<file path="src/rtl/core/sapt_pkg.sv">
// Shared types, widths and codes for the stepper angle position tracker.
// Used by sapt_muldiv and stepper_angle_position_tracker_unit.
package sapt_pkg;

	localparam int PositionBitsDef = 24;

	localparam int OpW      = 3;
	localparam int EvW      = 3;
	localparam int ValW     = 32;
	localparam int SprW     = 24;
	localparam int AuptW    = 22;
	localparam int ChunkW   = 24;
	localparam int FreqW    = 31;
	localparam int AngW     = 22;
	localparam int CfgIdxW  = 2;
	localparam int CfgDataW = 24;

	localparam int MulAW = 32;
	localparam int MulBW = 24;
	localparam int NumW  = MulAW + MulBW + 2;
	localparam int DivW  = MulBW + 1;
	localparam int CntW  = $clog2(NumW);

	localparam logic [OpW-1:0] OP_ROTATE  = 3'd0;
	localparam logic [OpW-1:0] OP_PREP    = 3'd1;
	localparam logic [OpW-1:0] OP_DONE    = 3'd2;
	localparam logic [OpW-1:0] OP_ESTOP   = 3'd3;
	localparam logic [OpW-1:0] OP_RECOVER = 3'd4;
	localparam logic [OpW-1:0] OP_TEST    = 3'd5;

	localparam logic [EvW-1:0] EV_NONE     = 3'd0;
	localparam logic [EvW-1:0] EV_PREPARE  = 3'd1;
	localparam logic [EvW-1:0] EV_COMPLETE = 3'd2;
	localparam logic [EvW-1:0] EV_START    = 3'd3;
	localparam logic [EvW-1:0] EV_RECOVER  = 3'd4;

	localparam logic [CfgIdxW-1:0] CFG_SPR   = 2'd0;
	localparam logic [CfgIdxW-1:0] CFG_AUPT  = 2'd1;
	localparam logic [CfgIdxW-1:0] CFG_CHUNK = 2'd2;

	typedef struct packed {
		logic             start;
		logic [MulAW-1:0] a;
		logic [MulBW-1:0] b;
		logic [MulBW-1:0] d;
	} md_req_t;

	typedef struct packed {
		logic            done;
		logic [NumW-1:0] quot;
	} md_rsp_t;

endpackage

</file>
<file path="src/rtl/core/sapt_muldiv.sv">
// Shared multiply and round-half-up divide unit: floor((2*a*b + d) / (2*d)).
// One multiply, one add, then a restoring divider one quotient bit per cycle.
// Depends on sapt_pkg.
module sapt_muldiv (
	input  logic              clk,
	input  logic              arst_n,
	input  sapt_pkg::md_req_t req,
	output sapt_pkg::md_rsp_t rsp
);
	import sapt_pkg::*;

	typedef enum logic [3:0] {
		M_IDLE = 4'b0001,
		M_MUL  = 4'b0010,
		M_ADD  = 4'b0100,
		M_DIV  = 4'b1000
	} md_state_t;

	md_state_t              state_q;
	logic [CntW-1:0]        cnt_q;
	logic                   done_q;
	logic [MulAW-1:0]       a_q;
	logic [MulBW-1:0]       b_q;
	logic [MulBW-1:0]       d_q;
	logic [MulAW+MulBW-1:0] prod_q;
	logic [NumW-1:0]        num_q;
	logic [DivW-1:0]        rem_q;

	logic [DivW-1:0] dvs;
	logic [DivW:0]   trial;
	logic [DivW:0]   diff;
	logic            ge;
	logic [DivW-1:0] rem_nxt;

	assign dvs     = {d_q, 1'b0};
	assign trial   = {rem_q, num_q[NumW-1]};
	assign ge      = trial >= {1'b0, dvs};
	assign diff    = trial - {1'b0, dvs};
	assign rem_nxt = ge ? diff[DivW-1:0] : trial[DivW-1:0];

	always_ff @(posedge clk or negedge arst_n) begin
		if (!arst_n) begin
			state_q <= M_IDLE;
			cnt_q   <= '0;
			done_q  <= 1'b0;
		end else begin
			done_q <= 1'b0;
			case (state_q)
				M_IDLE: begin
					if (req.start) state_q <= M_MUL;
				end
				M_MUL: state_q <= M_ADD;
				M_ADD: begin
					cnt_q   <= '0;
					state_q <= M_DIV;
				end
				M_DIV: begin
					cnt_q <= cnt_q + 1'b1;
					if (cnt_q == CntW'(NumW - 1)) begin
						done_q  <= 1'b1;
						state_q <= M_IDLE;
					end
				end
				default: state_q <= M_IDLE;
			endcase
		end
	end

	always_ff @(posedge clk) begin
		case (state_q)
			M_IDLE: begin
				if (req.start) begin
					a_q <= req.a;
					b_q <= req.b;
					d_q <= req.d;
				end
			end
			M_MUL: prod_q <= a_q * b_q;
			M_ADD: begin
				num_q <= {prod_q, 1'b0} + NumW'(d_q);
				rem_q <= '0;
			end
			M_DIV: begin
				num_q <= {num_q[NumW-2:0], ge};
				rem_q <= rem_nxt;
			end
			default: ;
		endcase
	end

	assign rsp.done = done_q;
	assign rsp.quot = num_q;

endmodule

</file>
<file path="src/rtl/core/stepper_angle_position_tracker_unit.sv">
// Stepper angle position tracker: one motor event in, one state snapshot out.
// Each result passes through the shared 58-iteration restoring divider in sapt_muldiv, and a taken
// rotation request passes through it twice. A new item is accepted only once the previous result is
// loaded into the output register, which waits while out_stall holds a result that is still shown.
// Reset (arst_n, asynchronous, active low): flags, position and plan clear, registers
// return to 3200 / 3600 / 200. Depends on sapt_pkg and sapt_muldiv.
module stepper_angle_position_tracker_unit #(
	parameter int POSITION_BITS = sapt_pkg::PositionBitsDef
) (
	input  logic                          clk,
	input  logic                          arst_n,
	input  logic                          cfg_wr_en,
	input  logic [sapt_pkg::CfgIdxW-1:0]  cfg_index,
	input  logic [sapt_pkg::CfgDataW-1:0] cfg_data,
	input  logic                          in_valid,
	output logic                          in_stall,
	input  logic [sapt_pkg::OpW-1:0]      opcode,
	input  logic                          payload_is_signed,
	input  logic signed [sapt_pkg::ValW-1:0] event_value,
	input  logic [sapt_pkg::SprW-1:0]     steps_done,
	output logic                          out_valid,
	input  logic                          out_stall,
	output logic [sapt_pkg::EvW-1:0]      event_code,
	output logic [sapt_pkg::ChunkW-1:0]   move_steps,
	output logic                          move_reverse,
	output logic                          test_mode,
	output logic [sapt_pkg::FreqW-1:0]    test_frequency,
	output logic [sapt_pkg::SprW-1:0]     position_steps,
	output logic [sapt_pkg::AngW-1:0]     shaft_angle,
	output logic                          busy_res,
	output logic                          prepared
);
	import sapt_pkg::*;

	typedef enum logic [5:0] {
		S_IDLE  = 6'b000001,
		S_EXEC  = 6'b000010,
		S_CONV  = 6'b000100,
		S_ANGLE = 6'b001000,
		S_AWAIT = 6'b010000,
		S_EMIT  = 6'b100000
	} seq_state_t;

	seq_state_t state_q;

	logic [SprW-1:0]   spr_q;
	logic [AuptW-1:0]  aupt_q;
	logic [ChunkW-1:0] chunk_q;

	logic [OpW-1:0]  op_q;
	logic            sgn_q;
	logic [ValW-1:0] val_q;
	logic [SprW-1:0] made_q;

	logic [POSITION_BITS-1:0] pos_q;
	logic                     busy_q;
	logic                     prep_q;
	logic [ChunkW-1:0]        plan_steps_q;
	logic                     plan_rev_q;
	logic                     test_q;
	logic [FreqW-1:0]         freq_q;
	logic [EvW-1:0]           code_q;
	logic [AngW-1:0]          angle_q;

	logic                out_valid_q;
	logic [EvW-1:0]      out_code_q;
	logic [ChunkW-1:0]   out_steps_q;
	logic                out_rev_q;
	logic                out_test_q;
	logic [FreqW-1:0]    out_freq_q;
	logic [SprW-1:0]     out_pos_q;
	logic [AngW-1:0]     out_angle_q;
	logic                out_busy_q;
	logic                out_prep_q;

	md_req_t md_req;
	md_rsp_t md_rsp;

	logic                     in_acc;
	logic                     emit_load;
	logic [SprW-1:0]          spr_eff;
	logic [AuptW-1:0]         aupt_eff;
	logic                     neg;
	logic [ValW-1:0]          mag;
	logic                     rot_go;
	logic                     test_go;
	logic [SprW-1:0]          made_c;
	logic [32:0]              pos_x;
	logic [32:0]              pos_sum;
	logic [32:0]              pos_mv;
	logic [POSITION_BITS-1:0] pos_nxt;
	logic [FreqW-1:0]         freq_sat;
	logic [ChunkW-1:0]        steps_sat;
	logic [AngW-1:0]          angle_sat;
	logic                     steps_zero;

	assign in_acc    = in_valid && !in_stall;
	assign in_stall  = state_q != S_IDLE;
	assign emit_load = (state_q == S_EMIT) && (!out_valid_q || !out_stall);

	assign spr_eff  = (spr_q == '0) ? SprW'(1) : spr_q;
	assign aupt_eff = (aupt_q == '0) ? AuptW'(1) : aupt_q;

	assign neg     = val_q[ValW-1];
	assign mag     = neg ? (~val_q + 1'b1) : val_q;
	assign rot_go  = !busy_q && sgn_q;
	assign test_go = !busy_q && sgn_q;

	// wrap the position forward or back within one turn
	assign made_c  = (made_q > spr_eff) ? spr_eff : made_q;
	assign pos_x   = 33'(pos_q);
	assign pos_sum = pos_x + 33'(made_c);
	always_comb begin
		if (plan_rev_q) begin
			if (33'(made_c) > pos_x) pos_mv = 33'(spr_eff) - (33'(made_c) - pos_x);
			else pos_mv = pos_x - 33'(made_c);
		end else begin
			if (pos_sum >= 33'(spr_eff)) pos_mv = pos_sum - 33'(spr_eff);
			else pos_mv = pos_sum;
		end
	end
	assign pos_nxt = POSITION_BITS'(pos_mv);

	assign freq_sat   = mag[ValW-1] ? '1 : mag[FreqW-1:0];
	assign steps_zero = md_rsp.quot == '0;
	assign steps_sat  = (|md_rsp.quot[NumW-1:ChunkW]) ? '1 : md_rsp.quot[ChunkW-1:0];
	assign angle_sat  = (|md_rsp.quot[NumW-1:AngW]) ? '1 : md_rsp.quot[AngW-1:0];

	always_comb begin
		md_req.start = ((state_q == S_EXEC) && (op_q == OP_ROTATE) && rot_go)
			|| (state_q == S_ANGLE);
		if (state_q == S_ANGLE) begin
			md_req.a = MulAW'(pos_q);
			md_req.b = MulBW'(aupt_eff);
			md_req.d = MulBW'(spr_eff);
		end else begin
			md_req.a = mag;
			md_req.b = MulBW'(spr_eff);
			md_req.d = MulBW'(aupt_eff);
		end
	end

	sapt_muldiv u_muldiv (
		.clk    (clk),
		.arst_n (arst_n),
		.req    (md_req),
		.rsp    (md_rsp)
	);

	always_ff @(posedge clk or negedge arst_n) begin
		if (!arst_n) begin
			spr_q   <= SprW'(3200);
			aupt_q  <= AuptW'(3600);
			chunk_q <= ChunkW'(200);
		end else if (cfg_wr_en) begin
			case (cfg_index)
				CFG_SPR:   spr_q   <= cfg_data;
				CFG_AUPT:  aupt_q  <= cfg_data[AuptW-1:0];
				CFG_CHUNK: chunk_q <= cfg_data;
				default: ;
			endcase
		end
	end

	always_ff @(posedge clk) begin
		if (in_acc) begin
			op_q   <= opcode;
			sgn_q  <= payload_is_signed;
			val_q  <= event_value;
			made_q <= steps_done;
		end
	end

	always_ff @(posedge clk or negedge arst_n) begin
		if (!arst_n) begin
			state_q      <= S_IDLE;
			pos_q        <= '0;
			busy_q       <= 1'b0;
			prep_q       <= 1'b0;
			plan_steps_q <= '0;
			plan_rev_q   <= 1'b0;
			test_q       <= 1'b0;
			freq_q       <= '0;
			code_q       <= EV_NONE;
		end else begin
			case (state_q)
				S_IDLE: begin
					if (in_acc) state_q <= S_EXEC;
				end
				S_EXEC: begin
					code_q  <= EV_NONE;
					state_q <= S_ANGLE;
					case (op_q)
						OP_ROTATE: begin
							if (rot_go) state_q <= S_CONV;
						end
						OP_PREP: begin
							if (prep_q && !busy_q) begin
								busy_q <= 1'b1;
								code_q <= EV_START;
							end
						end
						OP_DONE: begin
							pos_q  <= pos_nxt;
							busy_q <= 1'b0;
							prep_q <= 1'b0;
						end
						OP_ESTOP: begin
							busy_q <= 1'b0;
							prep_q <= 1'b0;
						end
						OP_RECOVER: begin
							pos_q  <= '0;
							code_q <= EV_RECOVER;
						end
						OP_TEST: begin
							if (test_go) begin
								busy_q       <= 1'b0;
								prep_q       <= 1'b1;
								plan_steps_q <= chunk_q;
								plan_rev_q   <= !neg && (val_q != '0);
								test_q       <= 1'b1;
								freq_q       <= freq_sat;
								code_q       <= EV_PREPARE;
							end
						end
						default: ;
					endcase
				end
				S_CONV: begin
					if (md_rsp.done) begin
						busy_q  <= 1'b0;
						test_q  <= 1'b0;
						freq_q  <= '0;
						state_q <= S_ANGLE;
						if (steps_zero) begin
							prep_q       <= 1'b0;
							plan_steps_q <= '0;
							plan_rev_q   <= 1'b0;
							code_q       <= EV_COMPLETE;
						end else begin
							prep_q       <= 1'b1;
							plan_steps_q <= steps_sat;
							plan_rev_q   <= neg;
							code_q       <= EV_PREPARE;
						end
					end
				end
				S_ANGLE: state_q <= S_AWAIT;
				S_AWAIT: begin
					if (md_rsp.done) state_q <= S_EMIT;
				end
				S_EMIT: begin
					if (emit_load) state_q <= S_IDLE;
				end
				default: state_q <= S_IDLE;
			endcase
		end
	end

	always_ff @(posedge clk) begin
		if ((state_q == S_AWAIT) && md_rsp.done) angle_q <= angle_sat;
	end

	always_ff @(posedge clk or negedge arst_n) begin
		if (!arst_n) begin
			out_valid_q <= 1'b0;
		end else if (emit_load) begin
			out_valid_q <= 1'b1;
		end else if (!out_stall) begin
			out_valid_q <= 1'b0;
		end
	end

	always_ff @(posedge clk) begin
		if (emit_load) begin
			out_code_q  <= code_q;
			out_steps_q <= plan_steps_q;
			out_rev_q   <= plan_rev_q;
			out_test_q  <= test_q;
			out_freq_q  <= freq_q;
			out_pos_q   <= SprW'(pos_q);
			out_angle_q <= angle_q;
			out_busy_q  <= busy_q;
			out_prep_q  <= prep_q;
		end
	end

	assign out_valid      = out_valid_q;
	assign event_code     = out_code_q;
	assign move_steps     = out_steps_q;
	assign move_reverse   = out_rev_q;
	assign test_mode      = out_test_q;
	assign test_frequency = out_freq_q;
	assign position_steps = out_pos_q;
	assign shaft_angle    = out_angle_q;
	assign busy_res       = out_busy_q;
	assign prepared       = out_prep_q;

	a_acc_exec: assert property (@(posedge clk) disable iff (!arst_n)
		in_acc |=> state_q == S_EXEC)
		else $error("accepted item did not start execution");

	a_done_wait: assert property (@(posedge clk) disable iff (!arst_n)
		md_rsp.done |-> (state_q == S_CONV || state_q == S_AWAIT))
		else $error("divider finished with no conversion pending");

	a_busy_prep: assert property (@(posedge clk) disable iff (!arst_n)
		busy_q |-> prep_q)
		else $error("busy without a prepared move");

	a_out_emit: assert property (@(posedge clk) disable iff (!arst_n)
		$rose(out_valid_q) |-> $past(state_q == S_EMIT))
		else $error("result shown outside the emit step");

endmodule
</file>
<file path="config.mk">
export PLATFORM = sky130hd
export DESIGN_NAME = stepper_angle_position_tracker_unit
export DESIGN_NICKNAME = d
export VERILOG_FILES = /design/src/rtl/core/sapt_pkg.sv /design/src/rtl/core/sapt_muldiv.sv /design/src/rtl/core/stepper_angle_position_tracker_unit.sv
export SDC_FILE = /design/constraint.sdc
export NUM_CORES = 2
export LEC_CHECK = 0
export ABC_AREA = 1
export BUFFER_PORTS_ARGS = -buffer_cell sky130_fd_sc_hd__buf_2
export CORE_MARGIN = 1.5
export CORE_UTILIZATION = 46
export CTS_CLUSTER_DIAMETER = 40
export DETAILED_ROUTE_END_ITERATION = 10
export MAX_ROUTING_LAYER = met4
export REMOVE_ABC_BUFFERS = 1
export SYNTH_ARGS = -nofsm -noshare
export SYNTH_HDL_FRONTEND = slang
export SYNTH_SLANG_ARGS = --single-unit
export TNS_END_PERCENT = 5
</file>
<file path="constraint.sdc">
create_clock -name clk -period 9.25 [get_ports clk]
set_clock_uncertainty 0.05 [all_clocks]
set_input_delay 1.3875 -clock clk [delete_from_list [all_inputs] [get_ports clk]]
set_output_delay 1.3875 -clock clk [all_outputs]
set_load 0.02 [all_outputs]
</file>
==> implementation parameters <==
Parameter                              Value

Run status
  Status    finished with violations
  Violations in the final reports    max-capacitance violations, max-slew violations

Die
  Initial core utilization    0.4654
  Die width    371.2 um
  Die Footprint    137800 sq um
  Area of the core region    134000 sq um
  Standard-cell rows    134
  I/O pin total    201
  Die Y    ~370 um

STA
  Maximum achievable frequency    roughly 130 MHz
  Number of setup violations in the final report    0
  Fin crit period    7.770 ns
  Slew headroom    -0.01147
  Final number of max-transition violations    2
  Final sum of negative setup slack    0 ns
  Number of hold-slack violations in the final timing report    0
  RSZ-0062 raised after global routing    no
  Final period util    0.8400
  Actual transition at the worst max-transition pin    1.510 ns

Clock tree
  Maximum level of the CTS H-tree    3
  Number of buffers inserted during clock tree synthesis    98
  Root buffer cell    sky130_fd_sc_hd__clkbuf_16
  Post-cts gate resize count    0
  Hold-fix buffer count after cts    0
  Reg clk slew, reported paths    0.06 ns
  Clock latency on the worst-skew pair    0.70 ns
  CTS tree    built
  # clock sinks    583
  Maximum clock insertion buffer count    3
  Buffers inserted by post-CTS timing repair    0

Global routing
  First-pass GRT wire length    between 300 and 400 mm
  Overall overflow remaining after global route    0
  Vias in the first global route    54490
  Antenna violations before repair    10
  Total GRT Usage    0.3596
  Pin count of the biggest net entering global routing    87

Worst setup path
  Req. time, crit path    9.62 ns
  Setup slack on the worst flop-to-flop path    1.48 ns
  WS Path Type    reg2reg
  RR Startpoint    u_muldiv.a_q[7]
  Worst-path fanout max    24
  Number of cells traversed by the worst register-to-register path    21
  Reg2reg end    u_muldiv.prod_q[37]
  Crit path arrival time    ~8.1 ns
  CP Capture Type    register
  Crit path launch type    register

Cells and area
  Footprint of the flip-flops and latches    16650 sq um
  Final Cell Area    68700 sq um
  Fill cells    13220
  Share of layout cells above drive strength 1    0.07854
  Area of the multi-input gates    roughly 38000 sq um
  Number of nets in the final layout    a little over 9000
  Commonest cells after routing, fill and taps aside    sky130_fd_sc_hd__nand2_1 (2474), sky130_fd_sc_hd__inv_1 (1676), sky130_fd_sc_hd__fa_1 (686)
  Commonest non-fill, non-tap cell in the layout    sky130_fd_sc_hd__nand2_1
  Area growth syn-to-layout    10.18%

Logic synthesis
  Post-synth EDFFs    around 410
  Dominant synthesized flop cell    sky130_fd_sc_hd__edfxtp_1
  Fraction of the mapped netlist area in compound gates    0.05803
  Post-synth cell types    61
  Post-Syn Area    about 62000 sq um
  #FFs+latches synth    583
  Average footprint of a synthesized cell    7.749 sq um
  Cells after Synth    8046
  Share of async-settable or async-resettable flops after synthesis    0.2985
  Xor/xnor cell area share of the yosys netlist    0.01995
  Share of the yosys chip area belonging to registers    0.2671
  Largest family of logic cells by synthesized area    adder cells
  Number of synthesis warnings    0
  Portion of netlist area occupied by mux cells    0
  Simple-gate area share of the yosys netlist    0.2400
  Post-synthesis share of cell area spent on full adders, half adders and majority gates    0.2909

Placed design
  Count of buffers inserted at the top-level ports    200
  Post-placement cell area    65190 sq um
  Half-perimeter wire length after detailed placement    195.8 mm
  Final estimated routing congestion in global placement    1.017

Route
  Post-detailed-route count of antenna-violating nets    0
  Routed wire length    between 200 and 250 mm
  Pre-Repair DR Iteration Count    6
  Initial DRC Count    4823
  Average wire length per cell after detail routing    23.63 um
  Count of vias placed by the detailed router    around 54000
  Detail-routed via count per cell    5.341
  Remaining DRCs    0

Min path
  Type of the worst min-delay path    reg2reg
  Worst hold path startpoint    angle_q[19]
  Depth of the worst hold-timing path    0
  Hold path endpoint    shaft_angle[19]

Run
  Count of maximum capacitance violations    1
[state kept, by name, summed over array words and instances, names as in the netlist, 4 cells and up]
| register | flops |
|---|---|
| u_muldiv.state_q | 4 |
| pos_q | 24 |
| made_q | 24 |
| chunk_q | 24 |
| position_steps | 24 |
| spr_q | 24 |
| u_muldiv.prod_q | 56 |
| val_q | 32 |
| freq_q | 31 |
| angle_q | 22 |
| test_frequency | 31 |
| shaft_angle | 22 |
| u_muldiv.a_q | 32 |
| u_muldiv.rem_q | 25 |
| u_muldiv.num_q | 58 |
| state_q | 6 |
| u_muldiv.d_q | 24 |
| plan_steps_q | 24 |
| move_steps | 24 |
| u_muldiv.b_q | 24 |
| u_muldiv.cnt_q | 6 |
| aupt_q | 22 |
[through the flow]
| stage | hold slack, ns | util | std cells | setup WS (ns) |
|---|---|---|---|---|
| 6_report | 0.3674 | 0.5128 | 10040 | 1.480 |
| 5_1_grt | 0.3790 | 0.5128 | 10040 | 1.046 |
| 4_1_cts | 0.3692 | 0.5126 | 10030 | 1.443 |
| 3_5_place_dp | 0.3552 | 0.4866 | 9846 | 1.457 |
| 3_3_place_gp | 0.3558 | 0.4866 | 9846 | 1.304 |
| 2_1_floorplan | 0.3503 | - | 7765 | 1.086 |
[how the worst max path moves through the flow]
stage          slack [ns]       startpoint  cells past startpoint                   to
4_1_cts              1.44  u_muldiv.a_q[7]                     21  u_muldiv.prod_q[37]
6_report             1.48  u_muldiv.a_q[7]                     21  u_muldiv.prod_q[37]
2_1_floorplan        1.09       state_q[1]                      3      u_muldiv.a_q[0]
5_1_grt              1.05  u_muldiv.a_q[7]                     22  u_muldiv.prod_q[27]
3_3_place_gp         1.30  u_muldiv.a_q[7]                     21  u_muldiv.prod_q[37]
3_5_place_dp         1.46  u_muldiv.a_q[7]                     21  u_muldiv.prod_q[37]
[worst max-delay path, cell delays in order (launching register included)]
cell and delay (ns):
sky130_fd_sc_hd__edfxtp_1 1.23, sky130_fd_sc_hd__nand2_1 0.21, sky130_fd_sc_hd__fa_1 0.59, sky130_fd_sc_hd__inv_1 0.05, sky130_fd_sc_hd__fa_1 0.50, sky130_fd_sc_hd__inv_1 0.06
sky130_fd_sc_hd__fa_1 0.53, sky130_fd_sc_hd__inv_1 0.05, sky130_fd_sc_hd__fa_1 0.47, sky130_fd_sc_hd__inv_1 0.06, sky130_fd_sc_hd__fa_1 0.48, sky130_fd_sc_hd__fa_1 0.50
sky130_fd_sc_hd__inv_1 0.05, sky130_fd_sc_hd__fa_1 0.44, sky130_fd_sc_hd__ha_1 0.41, sky130_fd_sc_hd__a21oi_1 0.42, sky130_fd_sc_hd__o21ai_0 0.20, sky130_fd_sc_hd__a21boi_0 0.29
sky130_fd_sc_hd__o21bai_1 0.13, sky130_fd_sc_hd__a21oi_1 0.12, sky130_fd_sc_hd__nand2_1 0.12, sky130_fd_sc_hd__xor2_1 0.50
[layout make-up]
class / instances / share of cell area
timing repair buffer: 313 / 0.02705
sequential: 583 / 0.2424
tap: 1768 / 0.03220
inverter: 1711 / 0.09365
multi-input combinational: 5471 / 0.5537
antenna: 9 / 0.0003278
clock buffer: 107 / 0.03664
clock inverter: 78 / 0.01410
[layer usage]
| metal | GRT usage | vias up | part of all wire |
|---|---|---|---|
| met5 | - | - | 0 |
| met4 | 0.2225 | 0 | 0.076 |
| met3 | 0.04228 | 554 | 0.052 |
| met2 | 0.5772 | 1869 | 0.47 |
| met1 | 0.4335 | 26300 | 0.40 |
| li1 | - | 24900 | - |
[cell families (layout without fill, tap and decap cells)]
logic type	after synthesis	count (layout)
xor+xnor	142	142
simple gates	3621	3621
compound gates	670	670
flops	583	583
buf+inv	1992	2209
fa+ha+maj	1038	1038
other cells	0	9
[synth_stat cells (all sizes together) (27+ instances only)]
cell	number	area share
nand4	93	0.0096
clkbuf	216	0.013
xnor2	50	0.0070
ha	352	0.071
nor4	31	0.0031
a21oi	233	0.019
nand2	2514	0.15
dfrtp	162	0.065
inv	1707	0.10
edfxtp	409	0.20
buf	65	0.0079
o21ai	337	0.027
nand3	407	0.034
a31oi	27	0.0027
nor3	66	0.0058
fa	686	0.22
nor2	469	0.029
xor2	92	0.013
Power is left out: the tool's default activity adds up to more than one toggle a clock period on the data nets, which glitch-free logic cannot reach.
